`src/mf3_pkg.sv`:
```
`timescale 1ns / 1ps
`default_nettype none
package mf3_pkg;

    localparam int PIX_W         = 8;
    localparam int ROW_W         = 12;
    localparam int COL_W         = 10;
    localparam int FW_W          = 11;
    localparam int FH_W          = 13;
    localparam int MAX_HEIGHT    = 4096;
    localparam int DEF_MAX_WIDTH = 1024;
    localparam int RST_WIDTH     = 1024;
    localparam int RST_HEIGHT    = 1024;
    localparam int CFG_IDX_W     = 1;
    localparam int CFG_DATA_W    = 13;
    localparam int OUT_DATA_W    = 32;

    localparam logic [CFG_IDX_W-1:0] REG_FRAME_WIDTH  = 1'b0;
    localparam logic [CFG_IDX_W-1:0] REG_FRAME_HEIGHT = 1'b1;

    typedef logic [PIX_W-1:0] t_pix;

    // One median request: 3x3 window snapshot, in-frame mask and tags
    typedef struct packed {
        t_pix [8:0]       vals;
        logic [8:0]       mask;
        logic [ROW_W-1:0] row;
        logic [COL_W-1:0] col;
        logic             last;
    } t_job;

endpackage
`default_nettype wire

```
`src/mf3_median.sv`:
```
`timescale 1ns / 1ps
`default_nettype none
module mf3_median (
    input  wire logic                      i_clk,
    input  wire logic                      i_rst_n,
    input  wire logic                      i_job_valid,
    output logic                           o_job_ready,
    input  wire mf3_pkg::t_job             i_job,
    output logic                           o_valid,
    input  wire logic                      i_ready,
    output mf3_pkg::t_pix                  o_med,
    output logic [mf3_pkg::ROW_W-1:0]      o_row,
    output logic [mf3_pkg::COL_W-1:0]      o_col,
    output logic                           o_last
);
    import mf3_pkg::*;

    logic             r1_v, r2_v, r_ov;
    t_job             r1_job;
    t_pix             r2_lo, r2_hi, r_med;
    logic [ROW_W-1:0] r2_row, r_row;
    logic [COL_W-1:0] r2_col, r_col;
    logic             r2_last, r_last;
    logic             out_free, m2_free, m1_free;

    assign out_free    = !r_ov || i_ready;
    assign m2_free     = !r2_v || out_free;
    assign m1_free     = !r1_v || m2_free;
    assign o_job_ready = m1_free;

    // rank of each masked value, ties broken by position
    logic [3:0]       rank [9];
    logic [3:0]       cnt, half, lo_rank;
    t_pix             lo, hi;
    logic [PIX_W:0]   sum;

    always_comb begin
        cnt = '0;
        for (int k = 0; k < 9; k++) begin
            cnt = cnt + 4'(r1_job.mask[k]);
        end
        for (int i = 0; i < 9; i++) begin
            rank[i] = '0;
            for (int j = 0; j < 9; j++) begin
                if (j != i && r1_job.mask[j] &&
                    (r1_job.vals[j] < r1_job.vals[i] ||
                     (r1_job.vals[j] == r1_job.vals[i] && j < i))) begin
                    rank[i] = rank[i] + 4'd1;
                end
            end
        end
        half    = cnt >> 1;
        lo_rank = cnt[0] ? half : half - 4'd1;
        lo = '0;
        hi = '0;
        for (int i = 0; i < 9; i++) begin
            if (r1_job.mask[i] && rank[i] == half) begin
                hi = hi | r1_job.vals[i];
            end
            if (r1_job.mask[i] && rank[i] == lo_rank) begin
                lo = lo | r1_job.vals[i];
            end
        end
    end

    assign sum = {1'b0, r2_lo} + {1'b0, r2_hi};

    always_ff @(posedge i_clk) begin
        if (!i_rst_n) begin
            r1_v <= 1'b0;
            r2_v <= 1'b0;
            r_ov <= 1'b0;
        end else begin
            if (m1_free) begin
                r1_v <= i_job_valid;
            end
            if (m2_free) begin
                r2_v <= r1_v;
            end
            if (out_free) begin
                r_ov <= r2_v;
            end
        end
    end

    always_ff @(posedge i_clk) begin
        if (m1_free) begin
            r1_job <= i_job;
        end
        if (m2_free) begin
            r2_lo   <= lo;
            r2_hi   <= hi;
            r2_row  <= r1_job.row;
            r2_col  <= r1_job.col;
            r2_last <= r1_job.last;
        end
        if (out_free) begin
            r_med  <= sum[PIX_W:1];
            r_row  <= r2_row;
            r_col  <= r2_col;
            r_last <= r2_last;
        end
    end

    assign o_valid = r_ov;
    assign o_med   = r_med;
    assign o_row   = r_row;
    assign o_col   = r_col;
    assign o_last  = r_last;

endmodule
`default_nettype wire

```
`config.mk`:
```
export PLATFORM = sky130hd
export DESIGN_NAME = mf3_median
export DESIGN_NICKNAME = d
export VERILOG_FILES = /design/src/mf3_pkg.sv /design/src/mf3_median.sv
export SDC_FILE = /design/constraint.sdc
export NUM_CORES = 1
export LEC_CHECK = 0
export ABC_AREA = 1
export BUFFER_PORTS_ARGS = -buffer_cell sky130_fd_sc_hd__buf_2
export CAP_MARGIN = 20
export CORE_AREA = 4 4 209 211
export DETAILED_ROUTE_END_ITERATION = 6
export DIE_AREA = 0 0 213 215
export PLACE_DENSITY_LB_ADDON = 0.12
export SYNTH_ARGS = -nofsm -noshare
export SYNTH_HDL_FRONTEND = slang
export SYNTH_SLANG_ARGS = --single-unit
```
`constraint.sdc`:
```
create_clock -name i_clk -period 7.1 [get_ports i_clk]
set_input_delay 0.355 -clock i_clk [delete_from_list [all_inputs] [get_ports i_clk]]
set_output_delay 0.355 -clock i_clk [all_outputs]
set_load 0.005 [all_outputs]
```
After elaboration in Yosys (flattened, before gate mapping)
Cells that the tools add are included.
Storage, ports and cells
  word-level logic and storage cells: 463
  register bits: 177
  output and inout bits: 33
  input port bits: 108
Cells by class
  reduce and logical (&&, ||, !) cells: 132
  multiplexer cells: 91
  magnitude comparators: 72
  eq/ne operators: 54
  bitwise gates (word level): 16
  add/subtract/negate cells: 73
Operators with widths (count)
  less-than comparator 8 bit: 72
  == test 8 bit: 36
  two-way mux 4 bit: 64
  adder 4 x 1 -> 4 bit (second input constant): 54
  two-way mux 8 bit: 18
  bitwise OR 8 bit: 16
  logical AND 1 bit: 90
  logical OR 1 bit: 39
  == test 4 x 3 -> 1 bit: 9
  == test 4 bit: 9
  adder 4 x 1 -> 4 bit: 5
  adder 1 x 1 -> 2 bit (second input constant): 9
  adder 8 x 8 -> 9 bit: 1
  two-way mux 1 bit: 9
  adder 3 x 1 -> 4 bit: 1
  subtractor 3 x 1 -> 4 bit (second input constant): 1
  adder 2 x 1 -> 3 bit: 1
  logical NOT 1 bit: 3
  adder 1 x 1 -> 2 bit: 1

Logic depth before layout (Yosys ltp)
Gate-level depths: netlist (run 1).
  word-level depth: 36
  gate-level depth with buffers: 42
  mapped depth without buffers: 42

Least setup slack after synthesis (run 1)
OpenSTA, ideal clock, no wires.
  kind: reg2reg
  start point: register r1_job[39] (netlist bit)
  end point: register r2_hi[0] (data pin)
  buffers on the path: 0
  setup slack: 1.433 ns
  period minus slack after synthesis: 5.667 ns
  setup time: 0.260 ns
  data required time: 6.840 ns
  stages on the path, launching flop included: 37
  arrival: 5.407 ns
  cell sequence: edfxtp_1 > ha_1 > nand2_1 > inv_1 > nand3_1 > o32ai_1 > nand2_1 > inv_1 > ha_1 > inv_1 > nand4_1 > nand2_2 > ha_1 > or2_2 > nand2_1 > inv_1 > ha_1 > or2_2 > nand2_1 > inv_1 > ha_1 > or2_2 > nand2_1 > inv_1 > ha_1 > nand2_1 > nand2_1 > ha_1 > nand2_1 > nand3_1 > nand2_1 > nand2_1 > and3_1 > nand4_4 > nor2_1 > nor2_1 > nand3_1
Between the ends
  longest elaborated chain between the ends: 36
  elaborated cells on any way between the ends: 218
  those cells by class: add/sub: 63; order compare: 16; eq/ne: 17; mux: 81; bitwise: 8; reduce/logical: 33
RTL lines
  start: declaration: line mf3_median.sv:19  | t_job r1_job;
  start signal: assignment: line mf3_median.sv:88  | r1_job <= i_job;
  less-than comparator 8 bit: line mf3_median.sv:46  | (r1_job.vals[j] < r1_job.vals[i] ||
  logical AND 1 bit: line mf3_median.sv:45  | if (j != i && r1_job.mask[j] &&
  two-way mux 1 bit: line mf3_median.sv:45
  adder 1 x 1 -> 2 bit: line mf3_median.sv:48  | rank[i] = rank[i] + 4'd1;
  two-way mux 4 bit: line mf3_median.sv:45
  adder 4 x 1 -> 4 bit: line mf3_median.sv:48
  two-way mux 4 bit: line mf3_median.sv:45
  adder 4 x 1 -> 4 bit: line mf3_median.sv:48
  [... 21 more ...]
  two-way mux 8 bit: line mf3_median.sv:57  | if (r1_job.mask[i] && rank[i] == half) begin
  bitwise OR 8 bit: line mf3_median.sv:58  | hi = hi | r1_job.vals[i];
  two-way mux 8 bit: line mf3_median.sv:57
  bitwise OR 8 bit: line mf3_median.sv:58
  two-way mux 8 bit: line mf3_median.sv:57
  bitwise OR 8 bit: line mf3_median.sv:58
  two-way mux 8 bit *: line mf3_median.sv:57
  net hi[0]: line mf3_median.sv:34  | t_pix lo, hi;
  end signal: assignment: line mf3_median.sv:92  | r2_hi <= hi;
  end: declaration: line mf3_median.sv:20  | t_pix r2_lo, r2_hi, r_med;
The timed path passes the listed nets; every way through them passes the cells marked *.
A chain may end at the register's enable or synchronous reset.

Worst setup path in the final report (run 1)
  start point: register r1_job[98] (netlist bit)
  end point: register r2_lo[7] (data pin)
Between the ends
  longest elaborated chain between the ends: 22
  elaborated cells on any way between the ends: 106
  those cells by class: add/sub: 7; order compare: 16; eq/ne: 17; mux: 25; bitwise: 8; reduce/logical: 33
RTL lines
  parallel branches: the longest is 21 deep, another holds less-than comparator 8 bit
  two-way mux 8 bit *: line mf3_median.sv:60  | if (r1_job.mask[i] && rank[i] == lo_rank) begin
  net lo[7]: line mf3_median.sv:34
  end signal: assignment: line mf3_median.sv:91  | r2_lo <= lo;
  end: declaration: line mf3_median.sv:20
Mark *: on every way through the listed nets, which the timed path passes.

==> results.toml, run 1 <==
[synth]
synth-simple-area-share_pct = 36.7
dominant_combinational_cell_family_by_area_after_synthesis = "simple AND/OR/NAND/NOR gates"
synth_top_cell_area_share_pct = 25.3
synthesis.area_per_instance_um2 = 7.25
biggest_area_consumer_among_synthesized_cells = "edfxtp_1"
muxShareOfSynthArea_pct = 0
synth_ff_type = "edfxtp_1"
yosys.cell_count.top_type = "nand2_1"
synth_cell_type_count = 49
postSynth.asyncResetShare_pct = 0
seq_area_frac_synth_pct = 25.6
synth_adder_area_share_pct = 22.5
yosys.area_share.xor_xnor_pct = 0.668
number_of_enable_flip_flop_cells_after_synthesis = 174
synth.cell_area_mm2 = 0.0206
netlist_instances = 2843
synth_commonest_cells = "nand2_1 (772), nand3_1 (401), inv_1 (391)"
ys_ff_latch = 177
synthesis.nets = 3318
synth.yosys.warnings = 0
synth_compound_gate_area_share_pct = 6.68
ys_top_cells_by_area = "edfxtp_1 (25%), ha_1 (22%), nand2_1 (14%)"

[sta]
maxClockFrequency_ghz = 0.145
finClkSkew_ns = 0.0182
slew_headroom_pct = 38.6
final_max_slew_viol_count = 0
period_needed_ns = 6.89
hold_viol = 0
final.period_utilization_pct = 97.0
finalSetupViolations = 0
rsz0062_at_grt = "yes"
tightest_slew_ns = 0.912
post-route-worst-setup-slack_ns = 0.214

[power]
switching_power_mw = 2.66
totalPowerFinal_mw = 5.46
clkPwrFrac_pct = 18.5
power_switching_share_pct = 48.8
p_comb_share_pct = 55.6
static-leakage-power_nw = 12.5
pwr_density_cell_mw_per_mm2 = 235
p_int_mw = 2.80
ir_worst_vdd_mv = 0.190
p_seq_share_pct = 25.9

[routing]
initialDrtViolationCount = 1883
routed-via-count = 21015
drt_wl_total_um = 76400
drt-pass1-iter-count = 6
post_drt_via_cell_ratio = 5.78
drc_errors = 0
routed_wire_length_per_instance_um = 21.0
antenna_violating_nets_post_route = 0

[clocking]
clock_pin_slew_worst_setup_and_hold_paths_ns = 0.09
numCtsBuffers = 17
maximum_count_of_clock_buffers_along_a_single_path = 2
clkLatencyLatePin_ns = 0.48
cts.root.buffer_cell = "clkbuf_16"
clkSinkCount = 177
htreeDepth = 4
hold_buffers = 0
tritoncts = "yes"

[place]
dpl.hpwl_um = 62300
pre_cts_setup_slack_ns = 0.160
post_dp_cell_area_mm2 = 0.0224
globalplace.congestion = 1.06
port_buffers = 140

[grt]
grt_usage_pct = 32.9
globalRouteOverflowTotal = 0
grt_max_degree = 69
first_pass_grt_wire_length_um = 115000
grt_pass1_vias = 19962
initial_antenna_violation_count = 1

[cells_and_area]
count_of_filler_cells_inserted_in_the_layout = 4062
multi_input_comb_area_mm2 = 0.0138
num-nets-final = 3556
areaGrowthSynthToFinish_pct = 12.9
layout.core_utilization_pct = 55.8
layout.area.seq_mm2 = 0.00529
cell_area_after_layout_mm2 = 0.0233
drive_above_1_share_pct = 14.6

[worst_setup_path]
slowest_delay_ns = 0.63
r2r_cells = 35
crit-reg2reg-launch = "r1_job[98]$_DFFE_PP_"
timing_worst_setup_path_type = "flip-flop to flip-flop"
path_max_fanout = 8
crit_start = "r1_job[98]$_DFFE_PP_"
timing.critical_path.arrival_ns = 7.23
critical_path.endpoint_type = "flip-flop"
worstSetupStartpointType = "flip-flop"
cp_common_cell = "nand2_1"
critical-path-slowest-cell = "edfxtp_1"
r2r_setup_slack_ns = 0.21
worst_r2r_dst = "r2_lo[7]$_DFFE_PP_"
worst_ep_required_time_ns = 7.44

[floorplanning]
die_y_um = 215
io_pins = 141
rows = 75
die_width_um = 213
floorplan.die_area_mm2 = 0.0458
placeableCoreArea_mm2 = 0.0418
initial_core_util_pct = 49.4

[min_path]
worst_hold_startpoint = "i_job[77]"
hold_path.class = "primary input to flip-flop"
capture_endpoint_of_the_worst_hold_path = "r1_job[77]$_DFFE_PP_"
worstHoldPathCells = 1

[outcome]
run_status = "complete, no violations"

[job]
timing.max_cap.violations = 0
[sequential cells by signal (all words and copies together) (netlist names)]
| name | count |
|---|---|
| o_last | 1 |
| r2_col | 10 |
| r2_row | 12 |
| o_col | 10 |
| r1_job | 104 |
| r2_lo | 8 |
| r2_last | 1 |
| r2_hi | 8 |
| o_row | 12 |
| o_med | 8 |
| r2_v | 1 |
| o_valid | 1 |
| r1_v | 1 |
[layout make-up]
class	count	area share, %
multi-input combinational	2243	59.1
sequential	177	22.7
inverter	411	6.63
timing repair buffer	231	5.94
tap	539	2.90
clock buffer	17	1.83
clock inverter	15	0.860
antenna	1	0.0107
[critical path: cells and delay by family, from the launching register on]
family | cells | cell delay (ns)
adder cells (fa/ha/maj) | 7 | 2.03
flip-flops | 1 | 0.63
AND/OR/NAND/NOR | 21 | 2.90
AO/OA/AOI/OAI | 3 | 0.73
buffers and inverters | 4 | 0.45
[layout by cell type, fill, tap and decap left out, types with 4 or more instances in the layout]
cell / instances
nand4_1: 61
o21bai_1: 6
or2_2: 22
edfxtp_1: 174
inv_6: 4
clkbuf_16: 17
nor2_1: 200
nand3_1: 401
nand4_2: 4
nor2_4: 10
nor2_2: 14
o21ai_0: 43
nand2_1: 771
a21oi_2: 5
or2_1: 4
buf_4: 91
nand2_4: 10
ha_1: 361
inv_2: 12
fa_1: 6
clkinv_8: 6
o21ai_1: 19
inv_1: 391
buf_2: 140
nand2_2: 58
o211ai_1: 13
nand3_2: 35
a21o_1: 11
o21a_1: 9
xor2_1: 11
nand3b_1: 15
a21oi_4: 5
clkinv_1: 8
and2_1: 4
a21oi_1: 124
[per-layer routing]
metal | GRT usage [%] | routed length (um)
met4 | 15.7 | 4370
met3 | 5.89 | 6250
met2 | 52.5 | 34200
met5 | 0 | 17
met1 | 43.2 | 31600
[cells by family (layout without fill, tap and decap cells)]
group	Yosys count	count (layout)
simple gates	1623	1623
flops	177	177
xor+xnor	14	14
other cells	0	1
fa+ha+maj	367	367
compound gates	239	239
buf+inv	423	674
[power by group through the flow]
stage                     logic (mW)  registers, mW  clock network, mW
after floorplan                 2.00           1.41                  0
after global placement          2.86           1.44                  0
after detailed placement        2.91           1.44                  0
after CTS                       2.92           1.42               1.03
after global routing            3.36           1.43               1.07
final                           3.03           1.42               1.01
[what timing repair did]
action,4_1_cts,5_1_grt
gates resized for setup,0,9
setup buffers,0,24
setup endpoints to repair,0,16
[how the worst max path moves through the flow]
stage | to | slack [ns] | cells past startpoint
after floorplan | r2_hi[0]$_DFFE_PP_ | 1.43 | 36
after global placement | r2_lo[6]$_DFFE_PP_ | 0.21 | 39
after detailed placement | r2_lo[6]$_DFFE_PP_ | 0.16 | 39
after CTS | r2_lo[6]$_DFFE_PP_ | 0.14 | 39
after global routing | r2_lo[1]$_DFFE_PP_ | -0.008 | 41
final | r2_lo[7]$_DFFE_PP_ | 0.21 | 35
[metrics by stage]
step | TNS, ns | cells | hold slack, ns
detailed placement | 0 | 3577 | 0.405
global placement | 0 | 3577 | 0.400
floorplan | 0 | 2843 | 0.400
finish | 0 | 3634 | 0.0486
CTS | 0 | 3609 | 0.0365
global route | -0.0153 | 3633 | 0.0419
Power figures use the tool's default switching activity.
==> run 2, diff against run 1 <==
--- a/config.mk
+++ b/config.mk
@@ -6,11 +6,11 @@
 export NUM_CORES = 1
 export LEC_CHECK = 0
 export ABC_AREA = 1
-export BUFFER_PORTS_ARGS = -buffer_cell sky130_fd_sc_hd__buf_2
 export CAP_MARGIN = 20
 export CORE_AREA = 4 4 209 211
 export DETAILED_ROUTE_END_ITERATION = 6
 export DIE_AREA = 0 0 213 215
+export DONT_BUFFER_PORTS = 1
 export PLACE_DENSITY_LB_ADDON = 0.12
 export SYNTH_ARGS = -nofsm -noshare
 export SYNTH_HDL_FRONTEND = slang
==> run 2 against run 1 <==
Effect of this change: the flow now finishes with violations (design-rule violations); via count shrank 0.97%; combinational power is essentially flat; sequential power is essentially flat; power is essentially flat; critical path depth grew 1; largest cell class unchanged.
==> results.toml, run 2 (same netlist as run 1, synthesis figures left out) <==
[cells_and_area]
largest_reg_flops = 104
num-nets-final = 3510
regMostFlops = "r1_job"
mostFrequentLayoutCells = "nand2_1 (771), nand3_1 (400), inv_1 (390)"
layout_commonest_cell = "nand2_1"
drive_above_1_share_pct = 9.84
areaGrowthSynthToFinish_pct = 14.2
count_of_filler_cells_inserted_in_the_layout = 3885
layout.core_utilization_pct = 56.4

[power]
power_switching_share_pct = 48.5
p_int_mw = 2.81
ir_worst_vdd_mv = 0.300
totalPowerFinal_mw = 5.46
clkPwrFrac_pct = 18.5
static-leakage-power_nw = 12.3
switching_power_mw = 2.65
p_comb_share_pct = 55.2
p_seq_share_pct = 26.3
pwr_density_cell_mw_per_mm2 = 232

[floorplanning]
die_y_um = 215
initial_core_util_pct = 49.4
placeableCoreArea_mm2 = 0.0418
floorplan.die_area_mm2 = 0.0458
die_width_um = 213
rows = 75
io_pins = 141

[worst_setup_path]
timing_worst_setup_path_type = "flip-flop to flip-flop"
timing.critical_path.arrival_ns = 6.95
r2r_cells = 36
path_max_fanout = 8
critical_path.endpoint_type = "flip-flop"
worst-path-buf-inv = 4
worst_ep_required_time_ns = 7.32
cp_common_cell = "nand2_1"
slowest_delay_ns = 0.62
timing.critical_path.max_delay_family = "simple AND/OR/NAND/NOR gates"
worstSetupPathDepth = 36
critical-path-slowest-cell = "edfxtp_1"
worstSetupStartpointType = "flip-flop"

[routing]
drt_wl_total_um = 77300
post_drt_via_cell_ratio = 5.80
initialDrtViolationCount = 2261
antenna_violating_nets_post_route = 0
routed-via-count = 20811
drt-pass1-iter-count = 7
drc_errors = 1
routed_wire_length_per_instance_um = 21.6

[place]
port_buffers = 0
dpl.hpwl_um = 62100
globalplace.congestion = 1.06

[clocking]
numCtsBuffers = 17
htreeDepth = 4
cts.root.buffer_cell = "clkbuf_16"
tritoncts = "yes"
clock_pin_slew_worst_setup_and_hold_paths_ns = 0.08
clkSinkCount = 177
clkLatencyLatePin_ns = 0.48
maximum_count_of_clock_buffers_along_a_single_path = 2

[sta]
hold_viol = 0
final.period_utilization_pct = 94.8
finClkSkew_ns = 0.0214
final_max_slew_viol_count = 0
maxClockFrequency_ghz = 0.149
slew_headroom_pct = 39.8
tightest_slew_ns = 0.894
period_needed_ns = 6.73
finalSetupViolations = 0

[grt]
first_pass_grt_wire_length_um = 116000
grt_usage_pct = 33.4
grt_max_degree = 62
grt_pass1_vias = 20081
initial_antenna_violation_count = 1
globalRouteOverflowTotal = 0

[min_path]
hold_path.class = "primary input to flip-flop"
worstHoldPathCells = 4

[outcome]
run_status = "finished, violations left"
violations = "design-rule violations"

[job]
timing.max_cap.violations = 0
## run 2: cell count changes in the layout (fill, tap and decap cells not counted), sizes merged
cell         before  now
bufinv            0    1
buf             231   79
dlygate4sd3       0  106
inv             411  409
clkbuf           17   18
diode             1    2
## run 2: path summary, 6_finish.rpt
kind | startpoint | endpoint | slack [ns]
min reg2reg | r2_row[8]$_DFFE_PP_ | o_row[8]$_DFFE_PP_ | 0.41
max reg2reg | r1_job[97]$_DFFE_PP_ | r2_lo[6]$_DFFE_PP_ | 0.37
max | r1_job[97]$_DFFE_PP_ | r2_lo[6]$_DFFE_PP_ | 0.37
min | i_ready | r2_v$_SDFFE_PN0P_ | 0.26
## run 2: timing repair
action	CTS	global route
hold buffers	106	0
endpoints found under the setup margin	0	16
endpoints found under the hold margin	107	0
gates resized for setup	0	9
setup buffers	0	4
## run 2: final cells by class
class	count	area, um2	area share [%]
Multi-Input combinational cell	2243	13800	58.5
Sequential cell	177	5290	22.4
Timing Repair Buffer	185	1650	7.02
Inverter	411	1540	6.55
Tap cell	539	674	2.86
Clock buffer	18	429	1.82
Clock inverter	14	190	0.808
Antenna cell	2	5.00	0.0213
## run 2: stage by stage
step                      setup slack, ns  hold slack (ns)  cell area [um2]  instances  setup TNS [ns]
final                               0.369            0.258            23500       3589               0
after detailed placement            0.140            0.405            21800       3445               0
after global routing              -0.0214            0.282            23500       3588         -0.0345
after floorplan                      1.43            0.400            20600       2843               0
after global placement              0.187            0.400            21800       3445               0
after CTS                           0.129            0.238            23500       3583               0
## run 2: power groups by stage
stage / clock, mW / combinational (mW) / sequential [mW]
after global routing: 1.07 / 3.34 / 1.44
after floorplan: 0 / 2.00 / 1.41
final: 1.01 / 3.01 / 1.43
after CTS: 1.03 / 2.92 / 1.43
after global placement: 0 / 2.80 / 1.46
after detailed placement: 0 / 2.86 / 1.46
## run 2: layer usage
| layer | global-route usage, % | vias up | wire length, um | share of wire [%] |
|---|---|---|---|---|
| met2 | 54.3 | 903 | 35200 | 46 |
| met5 | 0 | - | 0 | 0 |
| li1 | - | 9955 | - | - |
| met1 | 42.8 | 9705 | 31600 | 41 |
| met4 | 16.5 | 0 | 4610 | 6.0 |
| met3 | 5.70 | 248 | 5990 | 7.7 |
## run 2: worst reg2reg max path: cells and delay by family (launching register included)
family,cells,cell delay (ns)
adders and majority gates,7,2.04
and+or+nand+nor,21,2.71
AOI/OAI and AO/OA,4,0.61
DFF,1,0.62
buffers and inverters,4,0.48
